### src/rtl/core/shortest_queue_dispatcher_assert.svh
// Assertion macros shared by the dispatcher RTL.
`ifndef SHORTEST_QUEUE_DISPATCHER_ASSERT_SVH
`define SHORTEST_QUEUE_DISPATCHER_ASSERT_SVH
`ifndef SYNTH
// Same-cycle implication, sampled on clk and disabled during reset.
`define SQD_ASSERT_NOW(lbl, ante, cons) \
  lbl: assert property (@(posedge clk) disable iff (!rst_n) (ante) |-> (cons)) \
    else $error("dispatcher assertion failed");
// Next-cycle implication, sampled on clk and disabled during reset.
`define SQD_ASSERT_NEXT(lbl, ante, cons) \
  lbl: assert property (@(posedge clk) disable iff (!rst_n) (ante) |=> (cons)) \
    else $error("dispatcher assertion failed");
`else
`define SQD_ASSERT_NOW(lbl, ante, cons)
`define SQD_ASSERT_NEXT(lbl, ante, cons)
`endif
`endif

### src/rtl/core/sqd_pkg.sv
// Shared types and codes of the shortest queue dispatcher.
`timescale 1ns / 1ps
package sqd_pkg;

  localparam int WAIT_W = 16;
  localparam logic [WAIT_W-1:0] WAIT_MAX = 16'hFFFF;

  localparam logic CMD_ARRIVAL = 1'b0;
  localparam logic CMD_DONE    = 1'b1;

  localparam logic [1:0] ST_OK   = 2'd0;
  localparam logic [1:0] ST_WAIT = 2'd1;
  localparam logic [1:0] ST_BAD  = 2'd2;

  localparam logic MODE_FIRST_IDLE = 1'b0;
  localparam logic MODE_SHORTEST   = 1'b1;

  // Register select is byte address bit 2.
  localparam logic REG_MODE   = 1'b0;
  localparam logic REG_ACTIVE = 1'b1;

  localparam logic       MODE_RESET   = 1'b1;
  localparam logic [4:0] ACTIVE_RESET = 5'd16;

  typedef enum logic [3:0] {
    S_IDLE   = 4'b0001,
    S_SCAN   = 4'b0010,
    S_DRAIN  = 4'b0100,
    S_FINISH = 4'b1000
  } sqd_state_t;

  typedef struct packed {
    logic rd_en;
    logic wr_en;
  } sqd_mem_ctl_t;

endpackage

### src/rtl/core/shortest_queue_dispatcher.sv
// Top level of the join-shortest-queue dispatcher.
// Usage: commands arrive as words on the in_ stream. in_tuser is the command
// (0 arrival, 1 service done) and in_tdata[3:0] names the server for a done
// command. Every command yields exactly one word on the out_ stream carrying
// the assigned server, the status in out_tuser and the waiting count.
// Configuration (mode, active servers) goes through the APB-style cfg_ port
// and must only be written while no command is in flight.
// Sequence: an arrival is accepted, scans every server in use, passes the
// drain state and finishes; the occupancy memory is scanned one entry per
// cycle through its single read port. A done command makes one read and one
// write; a done command with a bad index goes straight to finish.
// A new command is taken only once the previous one has finished.
// Reset clears the occupancy counters through per-entry valid bits at once,
// zeroes the waiting count and restores mode 1 with 16 servers; no sweep is
// needed. If the receiver stalls, the finished word waits in the output
// register; the next command may still be accepted and scanned, and it
// stalls only at its final write until the output register is free.
`timescale 1ns / 1ps
`include "shortest_queue_dispatcher_assert.svh"
module shortest_queue_dispatcher
  import sqd_pkg::*;
#(
  parameter int MAX_SERVERS = 16,
  parameter int COUNT_WIDTH = 16
) (
  input  logic        clk,
  input  logic        rst_n,
  // in_tdata: [3:0] server_index, [7:4] zero
  input  logic [7:0]  in_tdata,
  // in_tuser: [0] cmd
  input  logic [0:0]  in_tuser,
  input  logic        in_tvalid,
  output logic        in_tready,
  // out_tdata: [3:0] assigned_server, [19:4] waiting_count, [23:20] zero
  output logic [23:0] out_tdata,
  // out_tuser: [1:0] status
  output logic [1:0]  out_tuser,
  output logic        out_tvalid,
  input  logic        out_tready,
  input  logic        cfg_psel,
  input  logic        cfg_penable,
  input  logic        cfg_pwrite,
  input  logic [2:0]  cfg_paddr,
  input  logic [31:0] cfg_pwdata,
  output logic [31:0] cfg_prdata,
  output logic        cfg_pready
);

  localparam int IDX_W = (MAX_SERVERS > 1) ? $clog2(MAX_SERVERS) : 1;
  localparam int SRV_W = $clog2(MAX_SERVERS + 1);
  // Wide enough for the 5-bit register, the 4-bit index and the server count.
  localparam int NUM_W = (SRV_W > 5) ? SRV_W : 5;

  // Configuration registers.
  logic       mode_r;
  logic [4:0] active_r;
  logic       cfg_wr;

  assign cfg_pready = 1'b1;
  assign cfg_wr     = cfg_psel && cfg_penable && cfg_pwrite && cfg_pready;

  always_ff @(posedge clk) begin
    if (!rst_n) begin
      mode_r   <= MODE_RESET;
      active_r <= ACTIVE_RESET;
    end else if (cfg_wr) begin
      case (cfg_paddr[2])
        REG_MODE:   mode_r   <= cfg_pwdata[0];
        REG_ACTIVE: active_r <= cfg_pwdata[4:0];
        default: ;
      endcase
    end
  end

  always_comb begin
    case (cfg_paddr[2])
      REG_MODE:   cfg_prdata = {31'd0, mode_r};
      REG_ACTIVE: cfg_prdata = {27'd0, active_r};
      default:    cfg_prdata = '0;
    endcase
  end

  // Servers in use: zero counts as one, anything above the built size clamps.
  logic [NUM_W-1:0] act_ext;
  logic [NUM_W-1:0] n_now;

  assign act_ext = NUM_W'(active_r);
  assign n_now   = (act_ext == '0) ? NUM_W'(1) :
                   (act_ext > NUM_W'(MAX_SERVERS)) ? NUM_W'(MAX_SERVERS) : act_ext;

  // Sequencer state.
  sqd_state_t       state_r, state_nxt;
  logic             cmd_r;
  logic             bad_r;
  logic [IDX_W-1:0] idx_r;
  logic [NUM_W-1:0] job_n_r;
  logic             job_mode_r;
  logic [IDX_W-1:0] cnt_r, cnt_nxt;
  logic             cmp_vld_r;
  logic             cmp_first_r;
  logic [IDX_W-1:0] cmp_idx_r;
  logic [COUNT_WIDTH-1:0] best_r;
  logic [IDX_W-1:0] pick_r;
  logic [WAIT_W-1:0] waiting_r, waiting_nxt;

  logic             in_fire;
  logic             in_bad;
  logic             scan_last;
  logic             fin_fire;
  logic [IDX_W-1:0] rd_addr;
  logic [COUNT_WIDTH-1:0] rd_data;
  logic             take_min;

  // Memory write side, driven only in the finish cycle.
  sqd_mem_ctl_t           mem_ctl;
  logic                   wr_en;
  logic [IDX_W-1:0]       wr_addr;
  logic [COUNT_WIDTH-1:0] wr_data;
  logic [1:0]             fin_status;
  logic [3:0]             fin_assigned;

  // Output register.
  logic        out_valid_r;
  logic [3:0]  out_assigned_r;
  logic [1:0]  out_status_r;
  logic [15:0] out_waiting_r;

  assign in_tready = (state_r == S_IDLE);
  assign in_fire   = in_tvalid && in_tready;
  assign in_bad    = (in_tuser[0] == CMD_DONE) && (NUM_W'(in_tdata[3:0]) >= n_now);

  // An arrival walks every server in use; a done command reads its one entry.
  assign rd_addr   = (cmd_r == CMD_ARRIVAL) ? cnt_r : idx_r;
  assign scan_last = (cmd_r != CMD_ARRIVAL) || (NUM_W'(cnt_r) == job_n_r - NUM_W'(1));
  assign fin_fire  = (state_r == S_FINISH) && (!out_valid_r || out_tready);

  // Read data is registered and so lags its address; strict compare keeps the lowest
  // index on a tie. The first entry seeds the running minimum.
  assign take_min = cmp_vld_r && (cmp_first_r || (rd_data < best_r));

  always_comb begin
    state_nxt = state_r;
    cnt_nxt   = cnt_r;
    case (state_r)
      S_IDLE: begin
        cnt_nxt = '0;
        if (in_fire) begin
          state_nxt = in_bad ? S_FINISH : S_SCAN;
        end
      end
      S_SCAN: begin
        if (scan_last) begin
          state_nxt = S_DRAIN;
        end else begin
          cnt_nxt = cnt_r + IDX_W'(1);
        end
      end
      S_DRAIN: begin
        state_nxt = S_FINISH;
      end
      S_FINISH: begin
        if (fin_fire) begin
          state_nxt = S_IDLE;
        end
      end
      default: begin
        state_nxt = S_IDLE;
      end
    endcase
  end

  // Result and write-back. In first-idle mode the minimum found is an idle
  // server exactly when that minimum is zero.
  always_comb begin
    wr_en        = 1'b0;
    wr_addr      = pick_r;
    wr_data      = best_r + COUNT_WIDTH'(1);
    fin_status   = ST_OK;
    fin_assigned = 4'd0;
    waiting_nxt  = waiting_r;
    if (fin_fire) begin
      if (bad_r) begin
        fin_status = ST_BAD;
      end else if (cmd_r == CMD_ARRIVAL) begin
        if ((job_mode_r == MODE_SHORTEST) || (best_r == '0)) begin
          fin_assigned = 4'(pick_r);
          wr_en        = (best_r != '1);
        end else begin
          fin_status = ST_WAIT;
          if (waiting_r != WAIT_MAX) begin
            waiting_nxt = waiting_r + WAIT_W'(1);
          end
        end
      end else begin
        wr_addr = idx_r;
        wr_data = best_r - COUNT_WIDTH'(1);
        wr_en   = (best_r != '0);
        if (waiting_r != '0) begin
          waiting_nxt = waiting_r - WAIT_W'(1);
        end
      end
    end
  end

  assign mem_ctl.rd_en = (state_r == S_SCAN);
  assign mem_ctl.wr_en = wr_en;

  sqd_occ_mem #(
    .DEPTH (MAX_SERVERS),
    .WIDTH (COUNT_WIDTH),
    .AW    (IDX_W)
  ) u_occ_mem (
    .clk       (clk),
    .rst_n     (rst_n),
    .ctl       (mem_ctl),
    .rd_addr   (rd_addr),
    .wr_addr   (wr_addr),
    .wr_data   (wr_data),
    .rd_data_r (rd_data)
  );

  always_ff @(posedge clk) begin
    if (!rst_n) begin
      state_r     <= S_IDLE;
      cmp_vld_r   <= 1'b0;
      waiting_r   <= '0;
      out_valid_r <= 1'b0;
    end else begin
      state_r   <= state_nxt;
      cmp_vld_r <= (state_r == S_SCAN);
      waiting_r <= waiting_nxt;
      if (fin_fire) begin
        out_valid_r <= 1'b1;
      end else if (out_tready) begin
        out_valid_r <= 1'b0;
      end
    end
  end

  // Payload registers carry no reset.
  always_ff @(posedge clk) begin
    cnt_r     <= cnt_nxt;
    cmp_idx_r <= rd_addr;
    if (in_fire) begin
      cmd_r       <= in_tuser[0];
      idx_r       <= IDX_W'(in_tdata[3:0]);
      bad_r       <= in_bad;
      job_n_r     <= n_now;
      job_mode_r  <= mode_r;
      cmp_first_r <= 1'b1;
    end else if (cmp_vld_r) begin
      cmp_first_r <= 1'b0;
    end
    if (take_min) begin
      best_r <= rd_data;
      pick_r <= cmp_idx_r;
    end
    if (fin_fire) begin
      out_assigned_r <= fin_assigned;
      out_status_r   <= fin_status;
      out_waiting_r  <= waiting_nxt;
    end
  end

  assign out_tvalid = out_valid_r;
  assign out_tdata  = {4'd0, out_waiting_r, out_assigned_r};
  assign out_tuser  = out_status_r;

  // The scan pointer never leaves the servers in use.
  `SQD_ASSERT_NOW(a_scan_in_range, state_r == S_SCAN && cmd_r == CMD_ARRIVAL, NUM_W'(cnt_r) < job_n_r)
  // A finished command always lands in the output register and frees the block.
  `SQD_ASSERT_NEXT(a_finish_loads_out, fin_fire, out_tvalid && state_r == S_IDLE)
  // A waiting arrival or a bad index never names a server.
  `SQD_ASSERT_NOW(a_no_pick_on_fail, out_tvalid && out_tuser != ST_OK, out_tdata[3:0] == 4'd0)
  // A bad index leaves the occupancy memory untouched.
  `SQD_ASSERT_NOW(a_bad_no_write, state_r == S_FINISH && bad_r, !mem_ctl.wr_en)

endmodule

### src/rtl/core/sqd_occ_mem.sv
// Occupancy counter memory with per-entry valid bits and registered read.
`timescale 1ns / 1ps
module sqd_occ_mem
  import sqd_pkg::*;
#(
  parameter int DEPTH = 16,
  parameter int WIDTH = 16,
  parameter int AW    = 4
) (
  input  logic             clk,
  input  logic             rst_n,
  input  sqd_mem_ctl_t     ctl,
  input  logic [AW-1:0]    rd_addr,
  input  logic [AW-1:0]    wr_addr,
  input  logic [WIDTH-1:0] wr_data,
  output logic [WIDTH-1:0] rd_data_r
);

  logic [WIDTH-1:0] mem [DEPTH];
  logic [DEPTH-1:0] vld_r;

  // An entry never written since reset reads as zero.
  always_ff @(posedge clk) begin
    if (!rst_n) begin
      vld_r <= '0;
    end else if (ctl.wr_en) begin
      vld_r[wr_addr] <= 1'b1;
    end
  end

  always_ff @(posedge clk) begin
    if (ctl.wr_en) begin
      mem[wr_addr] <= wr_data;
    end
    if (ctl.rd_en) begin
      rd_data_r <= vld_r[rd_addr] ? mem[rd_addr] : '0;
    end
  end

endmodule
### config.mk
export PLATFORM = sky130hd
export DESIGN_NAME = shortest_queue_dispatcher
export DESIGN_NICKNAME = d
export VERILOG_FILES = /design/src/rtl/core/sqd_pkg.sv /design/src/rtl/core/shortest_queue_dispatcher.sv /design/src/rtl/core/sqd_occ_mem.sv
export VERILOG_INCLUDE_DIRS = /design/src /design/src/rtl/core
export SDC_FILE = /design/constraint.sdc
export NUM_CORES = 1
export LEC_CHECK = 0
export ABC_CLOCK_PERIOD_IN_PS = 4200
export BUFFER_PORTS_ARGS = -buffer_cell sky130_fd_sc_hd__buf_2
export CORE_MARGIN = 1.5
export CORE_UTILIZATION = 50
export DETAILED_ROUTE_END_ITERATION = 10
export GPL_ROUTABILITY_DRIVEN = 0
export PLACE_DENSITY = 0.68
export REMOVE_ABC_BUFFERS = 1
export SETUP_SLACK_MARGIN = 0.05
export SYNTH_ARGS = -nofsm -noshare
export SYNTH_HDL_FRONTEND = slang
export SYNTH_HIERARCHICAL = 1
export SYNTH_SLANG_ARGS = --single-unit
### constraint.sdc
create_clock -name clk -period 4.2 [get_ports clk]
set_input_delay 0.42 -clock clk [delete_from_list [all_inputs] [get_ports clk]]
set_output_delay 0.42 -clock clk [all_outputs]
set_load 0.05 [all_outputs]
==> metrics.yaml <==
status: "finished clean"
ys_warn_count: 6
syn_area_um2: 16100
syn_to_final_growth_pct: 13.0
cts_tree: "done"
grt_pass1_vias: 9080
post_cts_buffers: 0
arrival_ps: 3840
end_kind: "flop"
fin_hold_ws_ps: 76.3
drc: 0
rsz0062_at_grt: "no"
insertion_delay_ps: 530
grt_first_pass_wirelength_um: 53400
powerDensity_nw_per_um2: 457
finClkSkew_ps: 14.2
grt_max_degree: 43
synth_edf_count: 330
ios: 112
slew_headroom: 0.167
initial_utilization: 0.508
p_leak_nw: 6.24
cap_violations: 0
antenna_found_initial: 0
die_h_um: 182
clock-root-buffer: "clkbuf_16"
path_cells: "nor4_1 -> nand4_1 -> nand2b_1 -> nand3b_1 -> a21oi_1 -> or3b_2 -> nor2_2 -> buf_4"
htreeDepth: 2
fillers: 2425
drive_gt1_frac: 0.224
synth-seq-area-share: 0.677
clk_pin_slew_ps: 60
drv_slew: 0
ant_nets: 0
synthArstFlopShare: 0
multiInputGateArea_um2: 4760
clk_path_buf_depth: 3
clkSinkCount: 379
core_area_um2: 31600
setup_violations: 0
wirelength_um: 35000
die-area_um2: 33200
row_count: 65
ys.flop_type: "edfxtp_1"
fmax_ghz: 0.273
synth_seq_cells: 379
fin_crit_sh: 0.872
wl_per_cell_um: 23.1
syn_avg_cell_area_um2: 16.1
grt_overflow: 0
drt_iter0_markers: 1010
place_hpwl_um: 21500
portBuffers: 46
final-hold-violation-count: 0
startpoint_type: "flop"
ir_worst_vdd_mv: 0.374
hp-class: "in -> reg"
worstPathRequired_ps: 4380
path_class: "reg -> reg"
cts_buffers: 40
setup_tns_ps: 0
ys_types: 69
chipWidth_um: 182
layout_min_cycle_time_ps: 3660
regArea_um2: 10900
track_usage: 0.216
diodes: 0
critPathMaxStageDelay_ps: 770
post_drt_via_cell_ratio: 6.00
vias: 9093
tightest_slew_ps: 1240
cts_resized: 0
cp_slowest_cell: "nor4_1"
ctsHoldBuffers: 0
cp_max_fo: 17
syn-instance-count: 1001
drt_pass1_iterations: 7
nNetsFinal: 1159
-- where the power goes --
group	total, mW	switching (mW)	leakage, nW	internal [mW]
sequential	4.13	0.0321	3.37	4.10
combinational	0.670	0.395	2.23	0.276
clock	3.50	1.40	0.639	2.11
-- routing by layer --
layer  routed length (um)  GRT usage  vias to the layer above
li1                     -          -                     4037
met1                15100      0.298                     4664
met2                16600      0.345                      310
met3                 2060     0.0353                       82
met4                 1230     0.0853                        0
met5                    0          0                        -
-- sequential cells by signal (all words and copies together) (netlist names), 2 cells and up --
| name | count |
|---|---|
| waiting_r | 16 |
| u_occ_mem/rd_data_r | 16 |
| u_occ_mem/vld_r | 16 |
| job_n_r | 5 |
| pick_r | 4 |
| cmp_idx_r | 4 |
| out_tuser | 2 |
| out_waiting_r | 16 |
| act_ext | 5 |
| u_occ_mem/mem | 256 |
| state_r | 4 |
| out_assigned_r | 4 |
| cnt_r | 4 |
| idx_r | 4 |
| best_r | 16 |
-- Yosys cell counts (5+ instances only) --
cell type | count | area share
nor3_1 | 21 | 0.0065
a22oi_1 | 33 | 0.015
ha_1 | 26 | 0.020
buf_2 | 9 | 0.0028
nor2b_1 | 9 | 0.0035
and2_1 | 22 | 0.0086
o21a_1 | 17 | 0.0079
inv_1 | 32 | 0.0075
nor4_1 | 10 | 0.0039
clkbuf_1 | 26 | 0.0061
dfxtp_1 | 49 | 0.061
nand4_1 | 16 | 0.0062
nor2_1 | 39 | 0.0091
mux4_2 | 66 | 0.092
edfxtp_1 | 330 | 0.62
mux2i_1 | 9 | 0.0056
or3_1 | 6 | 0.0023
a211oi_1 | 5 | 0.0023
o21ai_1 | 7 | 0.0022
a31oi_1 | 6 | 0.0023
xnor2_1 | 23 | 0.013
buf_4 | 35 | 0.016
and4_1 | 5 | 0.0027
buf_6 | 6 | 0.0042
a21oi_1 | 24 | 0.0075
nand3_1 | 19 | 0.0059
or4_1 | 5 | 0.0023
and3_1 | 6 | 0.0023
mux2_2 | 5 | 0.0035
nand3b_1 | 8 | 0.0037
nand2_1 | 34 | 0.0079
o21ai_0 | 12 | 0.0037
or2_2 | 5 | 0.0019
nand2b_1 | 12 | 0.0047
xor2_1 | 10 | 0.0054
-- final cells by class --
class | instances | share of cell area
Clock inverter | 16 | 0.00882
Inverter | 32 | 0.00661
Clock buffer | 58 | 0.0639
Tap cell | 402 | 0.0277
Sequential cell | 379 | 0.599
Timing Repair Buffer | 87 | 0.0317
Multi-Input combinational cell | 542 | 0.262
-- worst max-delay path: cells and delay by family (launching register included) --
kind,cells,cell delay (ps)
simple gates,6,2130
compound gates,1,300
flops,1,500
buf+inv,1,360
-- worst paths after layout --
| kind | cells past startpoint | start | endpoint | slack (ps) |
|---|---|---|---|---|
| setup / recovery | 8 | best_r[2] | u_occ_mem/mem[8][4] | 540 |
| hold / removal | 1 | in_tuser | cmd_r | 80 |
| setup reg to reg | 8 | best_r[2] | u_occ_mem/mem[8][4] | 540 |
| hold reg to reg | 0 | cmp_idx_r[2] | pick_r[2] | 410 |
-- cells in the final DEF, fill, tap and decap left out, types with 6 or more instances in the layout --
| cell | Yosys | routed |
|---|---|---|
| and2_1 | 22 | 22 |
| buf_4 | 35 | 38 |
| or3_1 | 6 | 6 |
| nor2_2 | 0 | 13 |
| a21oi_1 | 24 | 24 |
| nor4_1 | 10 | 10 |
| nor3_1 | 21 | 16 |
| a31oi_1 | 6 | 6 |
| ha_1 | 26 | 26 |
| o21ai_1 | 7 | 7 |
| buf_2 | 9 | 46 |
| clkinv_1 | 0 | 6 |
| dfxtp_1 | 49 | 49 |
| a22oi_1 | 33 | 33 |
| clkbuf_1 | 26 | 11 |
| inv_1 | 32 | 32 |
| nor2_1 | 39 | 26 |
| mux2i_1 | 9 | 9 |
| conb_1 | 2 | 32 |
| nor2b_1 | 9 | 9 |
| xnor2_1 | 23 | 23 |
| nand3b_1 | 8 | 8 |
| nand4_1 | 16 | 16 |
| xor2_1 | 10 | 10 |
| edfxtp_1 | 330 | 330 |
| and3_1 | 6 | 6 |
| clkbuf_16 | 0 | 42 |
| nand2b_1 | 12 | 12 |
| o21ai_0 | 12 | 12 |
| mux4_2 | 66 | 66 |
| nand3_1 | 19 | 19 |
| nand2_1 | 34 | 34 |
| o21a_1 | 17 | 17 |
-- metrics by stage --
| step | total power, mW | utilization | worst slack, ps | instances | area, um2 |
|---|---|---|---|---|---|
| final | 8.30 | 0.574 | 537 | 1516 | 18200 |
| after global routing | 8.56 | 0.574 | 421 | 1516 | 18200 |
| after CTS | 8.36 | 0.574 | 691 | 1516 | 18200 |
| after detailed placement | 4.88 | 0.532 | 709 | 1442 | 16800 |
| after global placement | 4.87 | 0.532 | 765 | 1442 | 16800 |
| after floorplan | 4.70 | - | 228 | 953 | 15700 |
-- cell families (layout without fill, tap and decap cells) --
| family | count (synthesis) | count (layout) | share of synthesized area |
|---|---|---|---|
| adder cells (fa/ha/maj) | 26 | 26 | 0.0202 |
| XOR/XNOR | 33 | 33 | 0.0180 |
| multiplexers | 82 | 82 | 0.105 |
| other | 2 | 32 | 0.000467 |
| AND/OR/NAND/NOR | 230 | 230 | 0.0794 |
| AO/OA/AOI/OAI | 139 | 139 | 0.0616 |
| buffers and inverters | 110 | 193 | 0.0381 |
| flip-flops | 379 | 379 | 0.677 |
(Power assumes the default switching activity.)
